`src/rtl/core/pcce_pkg.sv`:
```
// Package: shared constants, codes and the result record of the counter/clock/encoder panel.
package pcce_pkg;

    typedef enum logic [1:0] {
        OP_PULSE     = 2'd0,
        OP_BEEP_DONE = 2'd1,
        OP_TICK      = 2'd2,
        OP_ENCODER   = 2'd3
    } op_t;

    typedef enum logic [1:0] {
        CFG_SOUND_ENABLE      = 2'd0,
        CFG_LED_ENABLE        = 2'd1,
        CFG_BATTERY_MODE      = 2'd2,
        CFG_BACKLIGHT_TIMEOUT = 2'd3
    } cfg_index_t;

    localparam int CFG_DATA_W = 8;

    localparam logic [15:0] BG_LIMIT             = 16'd20;
    localparam logic [15:0] MINUTE_PULSES_MAX    = 16'hFFFF;
    localparam logic [2:0]  FIFTHS_PER_SECOND    = 3'd5;
    localparam logic [2:0]  DEBOUNCE_SAMPLES     = 3'd5;
    localparam logic [5:0]  SECONDS_PER_MINUTE   = 6'd60;
    localparam logic [5:0]  MINUTES_PER_HOUR     = 6'd60;
    localparam logic [4:0]  HOURS_PER_DAY        = 5'd24;
    localparam logic [6:0]  KNOB_MAX             = 7'd120;
    localparam logic [7:0]  BACKLIGHT_TIMEOUT_RST = 8'd10;

    typedef struct packed {
        logic [2:0]  indicators;
        logic [3:0]  time_pulses;
        logic [31:0] pulse_total;
        logic [4:0]  background_last_minute;
        logic [31:0] background_sum;
        logic [31:0] valid_minutes;
        logic [31:0] elapsed_seconds;
        logic [15:0] day_count;
        logic [6:0]  knob_position;
        logic [6:0]  knob_position_double;
        logic [15:0] press_count;
    } result_t;

endpackage

```
`src/rtl/core/pulse_counter_clock_encoder_panel.sv`:
```
// Top level: pulse counter, real-time clock, backlight timer and encoder/button decoder.
//
//  channel   | handshake                      | payload
//  ----------+--------------------------------+------------------------------------------
//  item      | item_valid / item_ready        | operation, phase_a, phase_b, button
//  result    | result_valid / result_ready    | indicators .. press_count (11 fields)
//  config    | cfg_write (no wait)            | cfg_index, cfg_data
//
// One transaction per cycle while item_ready is high: the state update is one
// pass of counter logic that ends in the result register, or in the skid
// register while an earlier result waits unread. A two-entry output queue
// (result register plus skid register) keeps item_ready high while one
// finished result waits; item_ready drops only when both entries are full.
// Reset clears all state, backlight on, timeout 10 s, and needs no clearing pass.
module pulse_counter_clock_encoder_panel (
    input  logic                              clk,
    input  logic                              rst_n,

    input  logic                              item_valid,
    output logic                              item_ready,
    input  logic [1:0]                        operation,
    input  logic                              phase_a,
    input  logic                              phase_b,
    input  logic                              button,

    output logic                              result_valid,
    input  logic                              result_ready,
    output logic [2:0]                        indicators,
    output logic [3:0]                        time_pulses,
    output logic [31:0]                       pulse_total,
    output logic [4:0]                        background_last_minute,
    output logic [31:0]                       background_sum,
    output logic [31:0]                       valid_minutes,
    output logic [31:0]                       elapsed_seconds,
    output logic [15:0]                       day_count,
    output logic [6:0]                        knob_position,
    output logic [6:0]                        knob_position_double,
    output logic [15:0]                       press_count,

    input  logic                              cfg_write,
    input  logic [1:0]                        cfg_index,
    input  logic [pcce_pkg::CFG_DATA_W-1:0]   cfg_data
);
    import pcce_pkg::*;

    // configuration
    logic        sound_enable_reg;
    logic        led_enable_reg;
    logic        battery_mode_reg;
    logic [7:0]  backlight_timeout_reg;

    // state
    logic [31:0] pulse_counter_reg,    pulse_counter_next;
    logic [15:0] minute_pulses_reg,    minute_pulses_next;
    logic [4:0]  last_bg_reg,          last_bg_next;
    logic [31:0] bg_total_reg,         bg_total_next;
    logic [31:0] good_minutes_reg,     good_minutes_next;
    logic [2:0]  fifth_count_reg,      fifth_count_next;
    logic [5:0]  seconds_reg,          seconds_next;
    logic [5:0]  minutes_reg,          minutes_next;
    logic [4:0]  hours_reg,            hours_next;
    logic [15:0] days_reg,             days_next;
    logic [31:0] seconds_total_reg,    seconds_total_next;
    logic        backlight_reg,        backlight_next;
    logic [7:0]  backlight_secs_reg,   backlight_secs_next;
    logic        beeper_reg,           beeper_next;
    logic        led_reg,              led_next;
    logic [1:0]  last_phase_reg,       last_phase_next;
    logic [1:0]  quarter_steps_reg,    quarter_steps_next;
    logic [6:0]  knob_single_reg,      knob_single_next;
    logic [6:0]  knob_double_reg,      knob_double_next;
    logic        button_held_reg,      button_held_next;
    logic [2:0]  debounce_reg,         debounce_next;
    logic [15:0] presses_reg,          presses_next;
    logic [3:0]  time_pulses_next;

    // output queue
    logic        head_valid_reg;
    logic        skid_valid_reg;
    result_t     head_reg;
    result_t     skid_reg;
    result_t     result_next;

    logic        push;
    logic        pop;
    op_t         op;

    // temporaries
    logic        bl_state_t0;
    logic [7:0]  bl_secs_t0;
    logic [2:0]  fifth_inc;
    logic        sec_tick;
    logic [5:0]  sec_t1;
    logic [5:0]  min_t1;
    logic [4:0]  hour_t1;
    logic [1:0]  phase_now;
    logic [1:0]  phase_diff;
    logic [1:0]  qs_t1;
    logic        wake;
    logic [2:0]  deb_inc;

    assign item_ready = !skid_valid_reg;
    assign push       = item_valid && item_ready;
    assign pop        = head_valid_reg && result_ready;
    assign op         = op_t'(operation);

    always_comb
    begin
        pulse_counter_next  = pulse_counter_reg;
        minute_pulses_next  = minute_pulses_reg;
        last_bg_next        = last_bg_reg;
        bg_total_next       = bg_total_reg;
        good_minutes_next   = good_minutes_reg;
        fifth_count_next    = fifth_count_reg;
        seconds_next        = seconds_reg;
        minutes_next        = minutes_reg;
        hours_next          = hours_reg;
        days_next           = days_reg;
        seconds_total_next  = seconds_total_reg;
        backlight_next      = backlight_reg;
        backlight_secs_next = backlight_secs_reg;
        beeper_next         = beeper_reg;
        led_next            = led_reg;
        last_phase_next     = last_phase_reg;
        quarter_steps_next  = quarter_steps_reg;
        knob_single_next    = knob_single_reg;
        knob_double_next    = knob_double_reg;
        button_held_next    = button_held_reg;
        debounce_next       = debounce_reg;
        presses_next        = presses_reg;
        time_pulses_next    = 4'd0;

        bl_state_t0 = backlight_reg;
        bl_secs_t0  = backlight_secs_reg;
        fifth_inc   = fifth_count_reg + 3'd1;
        sec_tick    = (fifth_inc >= FIFTHS_PER_SECOND);
        sec_t1      = seconds_reg;
        min_t1      = minutes_reg;
        hour_t1     = hours_reg;
        phase_now   = {phase_a, phase_a ^ phase_b};
        phase_diff  = last_phase_reg - phase_now;
        qs_t1       = quarter_steps_reg;
        wake        = 1'b0;
        deb_inc     = debounce_reg + 3'd1;

        case (op)
            OP_PULSE:
            begin
                pulse_counter_next = pulse_counter_reg + 32'd1;
                if (minute_pulses_reg < MINUTE_PULSES_MAX)
                begin
                    minute_pulses_next = minute_pulses_reg + 16'd1;
                end
                beeper_next = beeper_reg | sound_enable_reg;
                led_next    = led_reg | led_enable_reg;
            end
            OP_BEEP_DONE:
            begin
                beeper_next = 1'b0;
                led_next    = 1'b0;
            end
            OP_TICK:
            begin
                // auto-off is checked before this tick's second is counted
                if (battery_mode_reg && backlight_reg &&
                    (backlight_secs_reg >= backlight_timeout_reg))
                begin
                    bl_state_t0 = 1'b0;
                    bl_secs_t0  = 8'd0;
                end
                backlight_next      = bl_state_t0;
                backlight_secs_next = bl_secs_t0;
                fifth_count_next    = fifth_inc;
                if (sec_tick)
                begin
                    fifth_count_next    = 3'd0;
                    sec_t1              = seconds_reg + 6'd1;
                    seconds_total_next  = seconds_total_reg + 32'd1;
                    time_pulses_next[0] = 1'b1;
                    if (bl_state_t0)
                    begin
                        backlight_secs_next = bl_secs_t0 + 8'd1;
                    end
                end
                seconds_next = sec_t1;
                if (sec_t1 >= SECONDS_PER_MINUTE)
                begin
                    seconds_next        = 6'd0;
                    min_t1              = minutes_reg + 6'd1;
                    time_pulses_next[1] = 1'b1;
                    if (minute_pulses_reg <= BG_LIMIT)
                    begin
                        last_bg_next      = minute_pulses_reg[4:0];
                        bg_total_next     = bg_total_reg + {16'd0, minute_pulses_reg};
                        good_minutes_next = good_minutes_reg + 32'd1;
                    end
                    else
                    begin
                        last_bg_next = 5'd0;
                    end
                    minute_pulses_next = 16'd0;
                end
                minutes_next = min_t1;
                if (min_t1 >= MINUTES_PER_HOUR)
                begin
                    minutes_next        = 6'd0;
                    hour_t1             = hours_reg + 5'd1;
                    time_pulses_next[2] = 1'b1;
                end
                hours_next = hour_t1;
                if (hour_t1 >= HOURS_PER_DAY)
                begin
                    hours_next          = 5'd0;
                    days_next           = days_reg + 16'd1;
                    time_pulses_next[3] = 1'b1;
                end
            end
            OP_ENCODER:
            begin
                // odd diff is one gray step; even diff (no move or a jump) is ignored
                if (phase_diff[0])
                begin
                    last_phase_next = phase_now;
                    qs_t1 = phase_diff[1] ? quarter_steps_reg + 2'd1
                                          : quarter_steps_reg - 2'd1;
                    quarter_steps_next = qs_t1;
                    if (qs_t1 == 2'd0)
                    begin
                        wake = 1'b1;
                        if (phase_diff[1])
                        begin
                            if (knob_single_reg < KNOB_MAX)
                            begin
                                knob_single_next = knob_single_reg + 7'd1;
                            end
                            if (knob_double_reg < KNOB_MAX)
                            begin
                                knob_double_next = knob_double_reg + 7'd2;
                            end
                        end
                        else
                        begin
                            if (knob_single_reg != 7'd0)
                            begin
                                knob_single_next = knob_single_reg - 7'd1;
                            end
                            knob_double_next = (knob_double_reg >= 7'd2) ?
                                               knob_double_reg - 7'd2 : 7'd0;
                        end
                    end
                end

                if (!button && !button_held_reg)
                begin
                    debounce_next = 3'd0;
                end
                else if (button && button_held_reg)
                begin
                    debounce_next = DEBOUNCE_SAMPLES;
                end
                else if (!button && button_held_reg)
                begin
                    if (debounce_reg <= 3'd1)
                    begin
                        debounce_next    = 3'd0;
                        button_held_next = 1'b0;
                    end
                    else
                    begin
                        debounce_next = debounce_reg - 3'd1;
                    end
                end
                else
                begin
                    debounce_next = deb_inc;
                    if (deb_inc >= DEBOUNCE_SAMPLES)
                    begin
                        wake             = 1'b1;
                        presses_next     = presses_reg + 16'd1;
                        button_held_next = 1'b1;
                    end
                end

                if (wake && battery_mode_reg)
                begin
                    backlight_next      = 1'b1;
                    backlight_secs_next = 8'd0;
                end
            end
            default:
            begin
            end
        endcase

        result_next.indicators             = {backlight_next, led_next, beeper_next};
        result_next.time_pulses            = time_pulses_next;
        result_next.pulse_total            = pulse_counter_next;
        result_next.background_last_minute = last_bg_next;
        result_next.background_sum         = bg_total_next;
        result_next.valid_minutes          = good_minutes_next;
        result_next.elapsed_seconds        = seconds_total_next;
        result_next.day_count              = days_next;
        result_next.knob_position          = knob_single_next;
        result_next.knob_position_double   = knob_double_next;
        result_next.press_count            = presses_next;
    end

    always_ff @(posedge clk or negedge rst_n)
    begin
        if (!rst_n)
        begin
            sound_enable_reg      <= 1'b0;
            led_enable_reg        <= 1'b0;
            battery_mode_reg      <= 1'b0;
            backlight_timeout_reg <= BACKLIGHT_TIMEOUT_RST;
        end
        else if (cfg_write)
        begin
            case (cfg_index_t'(cfg_index))
                CFG_SOUND_ENABLE:      sound_enable_reg      <= cfg_data[0];
                CFG_LED_ENABLE:        led_enable_reg        <= cfg_data[0];
                CFG_BATTERY_MODE:      battery_mode_reg      <= cfg_data[0];
                CFG_BACKLIGHT_TIMEOUT: backlight_timeout_reg <= cfg_data[7:0];
                default:
                begin
                end
            endcase
        end
    end

    always_ff @(posedge clk or negedge rst_n)
    begin
        if (!rst_n)
        begin
            pulse_counter_reg  <= '0;
            minute_pulses_reg  <= '0;
            last_bg_reg        <= '0;
            bg_total_reg       <= '0;
            good_minutes_reg   <= '0;
            fifth_count_reg    <= '0;
            seconds_reg        <= '0;
            minutes_reg        <= '0;
            hours_reg          <= '0;
            days_reg           <= '0;
            seconds_total_reg  <= '0;
            backlight_reg      <= 1'b1;
            backlight_secs_reg <= '0;
            beeper_reg         <= 1'b0;
            led_reg            <= 1'b0;
            last_phase_reg     <= '0;
            quarter_steps_reg  <= '0;
            knob_single_reg    <= '0;
            knob_double_reg    <= '0;
            button_held_reg    <= 1'b0;
            debounce_reg       <= '0;
            presses_reg        <= '0;
        end
        else if (push)
        begin
            pulse_counter_reg  <= pulse_counter_next;
            minute_pulses_reg  <= minute_pulses_next;
            last_bg_reg        <= last_bg_next;
            bg_total_reg       <= bg_total_next;
            good_minutes_reg   <= good_minutes_next;
            fifth_count_reg    <= fifth_count_next;
            seconds_reg        <= seconds_next;
            minutes_reg        <= minutes_next;
            hours_reg          <= hours_next;
            days_reg           <= days_next;
            seconds_total_reg  <= seconds_total_next;
            backlight_reg      <= backlight_next;
            backlight_secs_reg <= backlight_secs_next;
            beeper_reg         <= beeper_next;
            led_reg            <= led_next;
            last_phase_reg     <= last_phase_next;
            quarter_steps_reg  <= quarter_steps_next;
            knob_single_reg    <= knob_single_next;
            knob_double_reg    <= knob_double_next;
            button_held_reg    <= button_held_next;
            debounce_reg       <= debounce_next;
            presses_reg        <= presses_next;
        end
    end

    // output queue control
    always_ff @(posedge clk or negedge rst_n)
    begin
        if (!rst_n)
        begin
            head_valid_reg <= 1'b0;
            skid_valid_reg <= 1'b0;
        end
        else
        begin
            if (head_valid_reg)
            begin
                head_valid_reg <= pop ? (skid_valid_reg || push) : 1'b1;
            end
            else
            begin
                head_valid_reg <= push;
            end

            if (pop && skid_valid_reg)
            begin
                skid_valid_reg <= 1'b0;
            end
            else if (push && head_valid_reg && !pop)
            begin
                skid_valid_reg <= 1'b1;
            end
        end
    end

    // output queue payload
    always_ff @(posedge clk)
    begin
        if (pop && skid_valid_reg)
        begin
            head_reg <= skid_reg;
        end
        else if (push && (!head_valid_reg || pop))
        begin
            head_reg <= result_next;
        end

        if (push && head_valid_reg && !pop)
        begin
            skid_reg <= result_next;
        end
    end

    assign result_valid           = head_valid_reg;
    assign indicators             = head_reg.indicators;
    assign time_pulses            = head_reg.time_pulses;
    assign pulse_total            = head_reg.pulse_total;
    assign background_last_minute = head_reg.background_last_minute;
    assign background_sum         = head_reg.background_sum;
    assign valid_minutes          = head_reg.valid_minutes;
    assign elapsed_seconds        = head_reg.elapsed_seconds;
    assign day_count              = head_reg.day_count;
    assign knob_position          = head_reg.knob_position;
    assign knob_position_double   = head_reg.knob_position_double;
    assign press_count            = head_reg.press_count;

endmodule

```
`config.mk`:
```
export PLATFORM = sky130hd
export DESIGN_NAME = pulse_counter_clock_encoder_panel
export DESIGN_NICKNAME = d
export VERILOG_FILES = /design/src/rtl/core/pcce_pkg.sv /design/src/rtl/core/pulse_counter_clock_encoder_panel.sv
export SDC_FILE = /design/constraint.sdc
export NUM_CORES = 1
export LEC_CHECK = 0
export BUFFER_PORTS_ARGS = -buffer_cell sky130_fd_sc_hd__buf_2
export CORE_MARGIN = 2
export CORE_UTILIZATION = 30
export DETAILED_ROUTE_END_ITERATION = 8
export PLACE_DENSITY = 0.56
export SETUP_SLACK_MARGIN = 0.1
export SLEW_MARGIN = 20
export SYNTH_ARGS = -nofsm -noshare
export SYNTH_HDL_FRONTEND = slang
export SYNTH_SLANG_ARGS = --single-unit
```
`constraint.sdc`:
```
create_clock -name clk -period 12.07 [get_ports clk]
set_input_delay 1.207 -clock clk [delete_from_list [all_inputs] [get_ports clk]]
set_output_delay 1.207 -clock clk [all_outputs]
set_load 0.01 [all_outputs]
```
# Yosys cells after proc, flatten, opt, wreduce, memory -nomap -nowiden
# Cells that the tools add are included.
word_totals:
  regBits: 619
  out_inout_bits: 188
  wordCells: 218
  inputBits: 20
op_classes:
  bitwise: 5
  eq_ne: 10
  addsub: 21
  n_lt_le_gt_ge: 12
  reduce_logical: 38
  mux: 82
ops:
  columns: ["operator", "count"]
  rows:
  - ["$mux 186", 2]
  - ["$mux 32", 9]
  - ["$mux 16", 9]
  - ["$add 32x1->32 const B", 3]
  - ["$mux 7", 12]
  - ["$add 16x1->16 const B", 3]
  - ["$mux 8", 5]
  - ["$mux 6", 6]
  - ["$add 32x16->32", 1]
  - ["$pmux 16 s2", 1]
  - ["$mux 5", 6]
  - ["$mux 1", 21]
  - ["$le 16x5->1 const B", 1]
  - ["$lt 16x16->1 const B", 1]
  - ["$pmux 8 s2", 1]
  - ["$mux 3", 5]
  - ["$lt 7x7->1 const B", 2]
  - ["$add 6x1->6 const B", 2]
  - ["$ge 6x6->1 const B", 2]
  - ["$logic_and 1x1->1", 12]
  - ["$reduce_and 2->1", 6]
  - ["$reduce_bool 2->1", 5]
  - ["$add 8x1->8 const B", 1]
  - ["$eq 2x2->1 const B", 4]
  - ["other kinds (31)", 48]

# Logic depth before layout (Yosys ltp)
# Gate-level depths: netlist of the first run.
logic_depth:
  word_depth: 16
  mapped_depth: 15
  depth_no_buf: 14

# Least setup slack after synthesis of the first run
# Ideal clock, no wire load.
synth_timing:
  path_kind: "input to register"
  start: "input port item_valid"
  end: "register head_reg, in the netlist background_last_minute[0], enable pin"
  required_ns: 11.276
  stages: 6
  t_arrival_ns: 11.161
  setup_ns: 0.794
  slack_ns: 0.115
  path_buffers: 3
  cell_sequence: "nor2b_1 clkbuf_1 clkbuf_1 buf_1 a21oi_1 a21oi_1"
synth_between:
  elab_chain_len: 3
synth_lines:
  columns: ["item", "line_no", "text"]
  rows:
  - ["from (decl)", "pulse_counter_clock_encoder_panel.sv:19", "input logic item_valid,"]
  - ["$logic_and 1x1->1", "pulse_counter_clock_encoder_panel.sv:103", "assign push = item_valid && item_ready;"]
  - ["$logic_and 1x1->1", "pulse_counter_clock_encoder_panel.sv:422", "else if (push && (!head_valid_reg || pop))"]
  - ["$reduce_bool 2->1 (no source line)", null, null]
  - ["to (signal assigned)", "pulse_counter_clock_encoder_panel.sv:420", "head_reg <= skid_reg;"]
  - ["to (signal assigned)", "pulse_counter_clock_encoder_panel.sv:424", "head_reg <= result_next;"]
  - ["to (decl)", "pulse_counter_clock_encoder_panel.sv:80", "result_t head_reg;"]
# No other way between the ends.
# A chain may end at the register's enable or synchronous reset.

# Worst setup path after layout of the first run
layout_timing:
  start: "register fifth_count_reg[0]"
  end: "register days_reg[1]"
layout_between:
  elab_chain_len: 13
layout_lines:
  columns: ["item", "line_no", "text"]
  rows:
  - ["from (decl)", "pulse_counter_clock_encoder_panel.sv:58", "logic [2:0] fifth_count_reg, fifth_count_next;"]
  - ["from (signal assigned)", "pulse_counter_clock_encoder_panel.sv:365", "fifth_count_reg <= fifth_count_next;"]
  - ["$add 3x1->3", "pulse_counter_clock_encoder_panel.sv:135", "fifth_inc = fifth_count_reg + 3'd1;"]
  - ["$ge 3x3->1", "pulse_counter_clock_encoder_panel.sv:136", "sec_tick = (fifth_inc >= FIFTHS_PER_SECOND);"]
  - ["$mux 6", "pulse_counter_clock_encoder_panel.sv:174", "if (sec_tick)"]
  - ["$mux 6", "pulse_counter_clock_encoder_panel.sv:146", "case (op)"]
  - ["$ge 6x6->1", "pulse_counter_clock_encoder_panel.sv:186", "if (sec_t1 >= SECONDS_PER_MINUTE)"]
  - ["$mux 6", "pulse_counter_clock_encoder_panel.sv:186", null]
  - ["$mux 6", "pulse_counter_clock_encoder_panel.sv:146", null]
  - ["$ge 6x6->1", "pulse_counter_clock_encoder_panel.sv:204", "if (min_t1 >= MINUTES_PER_HOUR)"]
  - ["$mux 5", "pulse_counter_clock_encoder_panel.sv:204", null]
  - ["$mux 5", "pulse_counter_clock_encoder_panel.sv:146", null]
  - ["$ge 5x5->1", "pulse_counter_clock_encoder_panel.sv:211", "if (hour_t1 >= HOURS_PER_DAY)"]
  - ["$mux 16", "pulse_counter_clock_encoder_panel.sv:211", null]
  - ["$mux 16", "pulse_counter_clock_encoder_panel.sv:146", null]
  - ["to (signal assigned)", "pulse_counter_clock_encoder_panel.sv:369", "days_reg <= days_next;"]
  - ["to (decl)", "pulse_counter_clock_encoder_panel.sv:62", "logic [15:0] days_reg, days_next;"]
# No other way between the ends. The select of a mux whose other input is x is not followed.

==> results of run 1 <==
==> path summary, 6_finish.rpt <==
kind                            slack [ps]                   end  cells after the start            startpoint
worst min-delay path                   480  quarter_steps_reg[0]                      1  quarter_steps_reg[0]
worst max register to register        7690           days_reg[1]                      9    fifth_count_reg[0]
min in group asynchronous              600           days_reg[4]                      1                 rst_n
worst min register to register         480  quarter_steps_reg[0]                      1  quarter_steps_reg[0]
max in group asynchronous             9430  pulse_counter_reg[3]                      3                 rst_n
worst max-delay path                  7690           days_reg[1]                      9    fifth_count_reg[0]
==> critical path, stage by stage (launching register included) <==
cell	delay, ps
dfrtp_1	400
ha_1	260
xnor2_2	260
nor4_2	500
mux2_4	390
a21o_1	270
o32a_1	520
o22ai_2	630
and2_1	630
mux2_2	410
==> power by group through the flow <==
stage,sequential [W],clock (W),combinational (W)
after detailed placement,0.00307,0,0.00141
final,0.00302,0.00227,0.00138
after CTS,0.00304,0.00235,0.00141
after global routing,0.00307,0.00242,0.00154
after floorplan,0.00321,0,0.000724
after global placement,0.00308,0,0.00140
==> kinds of logic (layout without fill, tap and decap cells) <==
kind of cell             count (synthesis)  in the layout  share of synthesized area [%]
flip-flops                             619            619                           60.3
buffers and inverters                  176            442                           2.34
multiplexers                           123            123                           4.79
XOR/XNOR                               311            311                           9.51
adder cells (fa/ha/maj)                 53             53                           2.33
other                                    0              2                              0
AND/OR/NAND/NOR                        931            931                           14.8
AO/OA/AOI/OAI                          286            286                           5.98
==> metal layers <==
metal / track usage, % / vias up / part of all wire [%] / wire [um]
met5: 0 / - / 0 / 0
met4: 3.95 / 0 / 2.2 / 1480
met3: 2.57 / 103 / 4.7 / 3150
met2: 21.3 / 358 / 45 / 30300
met1: 19.4 / 9063 / 48 / 32500
li1: - / 9171 / - / -
==> stage by stage <==
stage / cells / total power (W) / setup slack (ps) / hold WS [ps]
after floorplan: 2499 / 0.00393 / 115 / 445
after global placement: 3897 / 0.00448 / 7110 / 460
after detailed placement: 3897 / 0.00448 / 7100 / 474
after CTS: 4030 / 0.00680 / 7680 / 484
after global routing: 4030 / 0.00704 / 7290 / 507
final: 4032 / 0.00667 / 7690 / 483
==> final cells by class <==
| type | count | area share (%) |
|---|---|---|
| multi-input combinational | 1704 | 32.1 |
| timing repair buffer | 229 | 3.60 |
| antenna | 2 | 0.0148 |
| inverter | 80 | 0.893 |
| clock buffer | 96 | 6.03 |
| sequential | 619 | 51.4 |
| clock inverter | 37 | 1.26 |
| tap | 1265 | 4.69 |
==> cell usage in the layout (no fill, tap or decap), types with 91 or more instances in the layout <==
| master | netlist | layout |
|---|---|---|
| edfxtp_1 | 372 | 372 |
| nor2_1 | 342 | 341 |
| nand2_1 | 259 | 258 |
| dfrtp_1 | 244 | 244 |
| buf_2 | 7 | 206 |
| xnor2_1 | 164 | 164 |
| xor2_1 | 145 | 145 |
| mux2_2 | 113 | 113 |
| o21ai_0 | 112 | 112 |
| nand3_1 | 92 | 91 |
==> impl_metrics.tcl, run 1 <==
set metrics [dict create \
    cts_inserted_buffers 72 \
    clock_skew_ps 32.2 \
    peakVddDrop_mv 0.169 \
    place_congestion 0.789 \
    switchingPower_w 0.00205 \
    antenna_found_initial 6 \
    cts_tree "built" \
    yosysSeqAreaShare_pct 60.3 \
    ys_async_sr_fraction_pct 39.9 \
    worstPathRequired_ps 12580 \
    portBuffers 207 \
    finalMaxSlewViolations 0 \
    cp-start-kind "flip-flop" \
    largest_reg_flops 186 \
    sw_frac_of_total_pct 30.7 \
    layout-drive-gt1-share_pct 17.6 \
    fin_crit_sh_pct 36.3 \
    finalSetupViolCount 0 \
    netlist_instances 2499 \
    netlist_area_sq_mm 0.0288 \
    power_frac_seq_pct 45.3 \
    grt_pass1_vias 18093 \
    pwr-share-clk_pct 34.0 \
    start_util_pct 30.3 \
    cts.htree.levels 3 \
    die_w_um 314 \
    cp_max_fo 16 \
    yosysTopAreaCell "edfxtp_1" \
    vias 18695 \
    grt_pass1_wl_um 106000 \
    synth_most_common_cell "edfxtp_1" \
    synth.area.top_cells "edfxtp_1 (39%), dfrtp_1 (21%), xnor2_1 (5.0%)" \
    end_kind "flip-flop" \
    die_area_sq_mm 0.0985 \
    grt_usage_pct 13.7 \
    worstPathArrival_ps 4890 \
    min_period_ps 4380 \
    path_class "flip-flop to flip-flop" \
    wl_per_cell_um 16.7 \
    hold_class "flip-flop to flip-flop" \
    multi_input_area_sq_mm 0.0108 \
    p_int_w 0.00462 \
    tightest_slew_ps 1050 \
    avgSynthCellArea_sq_um 11.5 \
    fillCellCount 9398 \
    drv_cap 0 \
    ys_ff_latch 619 \
    yosysWarnings 0 \
    cts-root-buf "clkbuf_16" \
    synth.top_cell.area_share_pct 38.8 \
    slew_headroom_pct 30.1 \
    grt-ovfl-total 0 \
    yosysUniqueCellTypes 85 \
    drtIter0Drc 1160 \
    tns_ps 0 \
    p_per_area_mw_per_mm2 198 \
    regArea_sq_mm 0.0174 \
    synth_flop_cell "edfxtp_1" \
    hold_buffers 0 \
    rsz0062_at_grt "no" \
    io_pins 208 \
    syn_to_final_growth_pct 17.2 \
    dpl.hpwl_um 44000 \
    grt_max_degree 86 \
    status "completed" \
    detail-route-antenna-nets 0 \
    leakage_nw 14.4 \
    p_comb_share_pct 20.7 \
    syn-num-nets 2572 \
    post_cts_resized 0 \
    place_area_sq_mm 0.0313 \
    avgViaCountPerCell 4.64 \
    row_count 113 \
    clkTransAtPathRegs_ps 60 \
    core-area_sq_mm 0.0950 \
    drtPass1Iterations 5 \
    clk_latency_ps 620 \
    hold_viol 0 \
    drc_errors 0 \
    routed_wl_um 67400 \
    cts_buffer_depth 3 \
    cts_setup_buffers 0 \
    synth_edf_count 372 \
    nNetsFinal 2779 \
    stdcell_area_sq_mm 0.0337 \
    fin_util_pct 35.5 \
    die_h_um 314 \
    cts.sinks 619 \
    synthTopCellsByCount "edfxtp_1 (372), nor2_1 (342), nand2_1 (259)" \
    fmax_mhz 228 \
]
Power figures use the tool's default switching activity.
==> run 2, diff against run 1 <==
--- a/config.mk
+++ b/config.mk
@@ -9,7 +9,7 @@
 export CORE_MARGIN = 2
 export CORE_UTILIZATION = 30
 export DETAILED_ROUTE_END_ITERATION = 8
-export PLACE_DENSITY = 0.56
+export PLACE_DENSITY = 0.58
 export SETUP_SLACK_MARGIN = 0.1
 export SLEW_MARGIN = 20
 export SYNTH_ARGS = -nofsm -noshare
==> constraint.sdc (replaced) <==
create_clock -name clk -period 4 [get_ports clk]
set_input_delay 0.4 -clock clk [delete_from_list [all_inputs] [get_ports clk]]
set_output_delay 0.4 -clock clk [all_outputs]
set_load 0.01 [all_outputs]
==> impl_metrics.tcl, run 2 (synthesis gave the netlist of run 1 again) <==
set metrics [dict create \
    pre_cts_ws_ps 185 \
    row_count 113 \
    leakage_nw 14.7 \
    cts_tree "built" \
    detail-route-antenna-nets 0 \
    min_period_ps 3730 \
    status "completed" \
    core-area_sq_mm 0.0950 \
    cts.htree.levels 3 \
    die_area_sq_mm 0.0985 \
    nNetsFinal 2820 \
    cpPeakStageDelay_ps 460 \
    p_per_area_mw_per_mm2 601 \
    fin_crit_sh_pct 93.2 \
    worstPathRequired_ps 4390 \
    grt_pass1_wl_um 107000 \
    antenna_found_initial 4 \
    grt_pass1_vias 18277 \
    cpMaxStageDelayCell "or4_4" \
    die_h_um 314 \
    hold_viol 0 \
    largest_reg_flops 186 \
    worst_slack_ps 272 \
    portBuffers 207 \
    drtPass1Iterations 5 \
    worstPathArrival_ps 4120 \
    slew_headroom_pct 42.9 \
    crit_start "fifth_count_reg[0]" \
    wl_per_cell_um 16.6 \
    syn_to_final_growth_pct 19.4 \
    cts.sinks 619 \
    clk_latency_ps 660 \
    grt_max_degree 152 \
    peakVddDrop_mv 0.535 \
    min-delay-start "cfg_data[6]" \
    finalSetupViolCount 0 \
    avgViaCountPerCell 4.61 \
    final_cells 4075 \
    grt_usage_pct 13.8 \
    finalMaxSlewViolations 0 \
    fmax_mhz 268 \
    vias 18801 \
    rsz0062_at_grt "no" \
    r2r_start "fifth_count_reg[0]" \
    dp.cells 3928 \
    hold_slack_ps 29.9 \
    tightest_slew_ps 834 \
    path_class "flip-flop to flip-flop" \
    layout_common_cells "edfxtp_1 (372), nor2_1 (341), nand2_1 (258)" \
    io_pins 208 \
    grt-ovfl-total 0 \
    hold_class "primary input to flip-flop" \
    drc_errors 0 \
    start_util_pct 30.3 \
    clkTransAtPathRegs_ps 60 \
    clock_skew_ps 47.6 \
    layout-drive-gt1-share_pct 18.6 \
    drtIter0Drc 1161 \
    layout.cells.most_common "edfxtp_1" \
    cts-root-buf "clkbuf_16" \
    drv_cap 0 \
    crit_chain "inv_1, ha_1, nor3b_4, nor4_2, mux2_4, a21oi_4, nand2_2, clkinv_2, and4_1, nand4_4, or4_4, xnor2_2, mux2_1" \
    routed_wl_um 67700 \
    place_congestion 0.800 \
    end_kind "flip-flop" \
    die_w_um 314 \
    cp-start-kind "flip-flop" \
    cts_inserted_buffers 74 \
    dpl.hpwl_um 45300 \
    cp_max_fo 9 \
    cts_buffer_depth 3 \
]
run 2: cell count changes in the layout (fill, tap and decap cells not counted), sizes merged:
cell	delta
buf	+32
bufinv	+5
clkbuf	-4
diode	-1
dlygate4sd3	+7
clkinv	+4
run 2: area by class of cell:
class	instances	area (sq um)
sequential	619	17400
tap	1265	1580
inverter	80	302
fill	9350	60600
multi-input combinational	1704	10800
clock buffer	92	1970
clock inverter	46	676
timing repair buffer	268	1650
antenna	1	2.50
run 2: path summary, 6_finish.rpt:
path                                            end  slack (ps)  cells after the start
min in group asynchronous               days_reg[6]         370                      2
max in group asynchronous     pulse_counter_reg[12]        2540                      3
min                        backlight_timeout_reg[6]          30                      2
max                               valid_minutes[28]         270                     13
min reg2reg                          last_bg_reg[0]         480                      2
max reg2reg                       valid_minutes[28]         270                     13
run 2: power by group:
group / leakage (nW) / switching [W] / internal (W)
Combinational: 6.44 / 0.00283 / 0.00148
Sequential: 6.95 / 0.000669 / 0.00838
Clock: 1.28 / 0.00284 / 0.00445
run 2: per-stage QoR:
| stage | power [W] | area (sq um) | setup TNS (ps) | util (%) |
|---|---|---|---|---|
| 4_1_cts | 0.0210 | 34300 | 0 | 36.1 |
| 5_1_grt | 0.0218 | 34400 | 0 | 36.2 |
| 3_3_place_gp | 0.0136 | 31600 | 0 | 33.3 |
| 3_5_place_dp | 0.0136 | 31600 | 0 | 33.3 |
| 2_1_floorplan | 0.0116 | 28800 | -99890 | - |
| 6_report | 0.0207 | 34400 | 0 | 36.2 |
run 2: routing by layer:
layer / vias to the layer above / global-route usage, % / wire, um
li1: 9246 / - / -
met1: 9100 / 19.2 / 31700
met2: 360 / 21.6 / 30900
met3: 93 / 3.28 / 3820
met4: 2 / 3.71 / 1280
met5: - / 0 / 11
run 2: critical path, delay by kind of cell, from the launching register on:
kind	cells	cell delay, ps
adder cells (fa/ha/maj)	1	340
XOR/XNOR	1	150
multiplexers	2	660
flip-flops	1	370
AO/OA/AOI/OAI	1	140
buffers and inverters	2	180
AND/OR/NAND/NOR	6	1620
run 2: what timing repair did:
| action | CTS | global route |
|---|---|---|
| setup buffers | 0 | 1 |
| gates resized for setup | 0 | 0 |
| hold endpoints to repair | 104 | 0 |
| endpoints found under the setup margin | 0 | 21 |
| hold buffers | 7 | 0 |
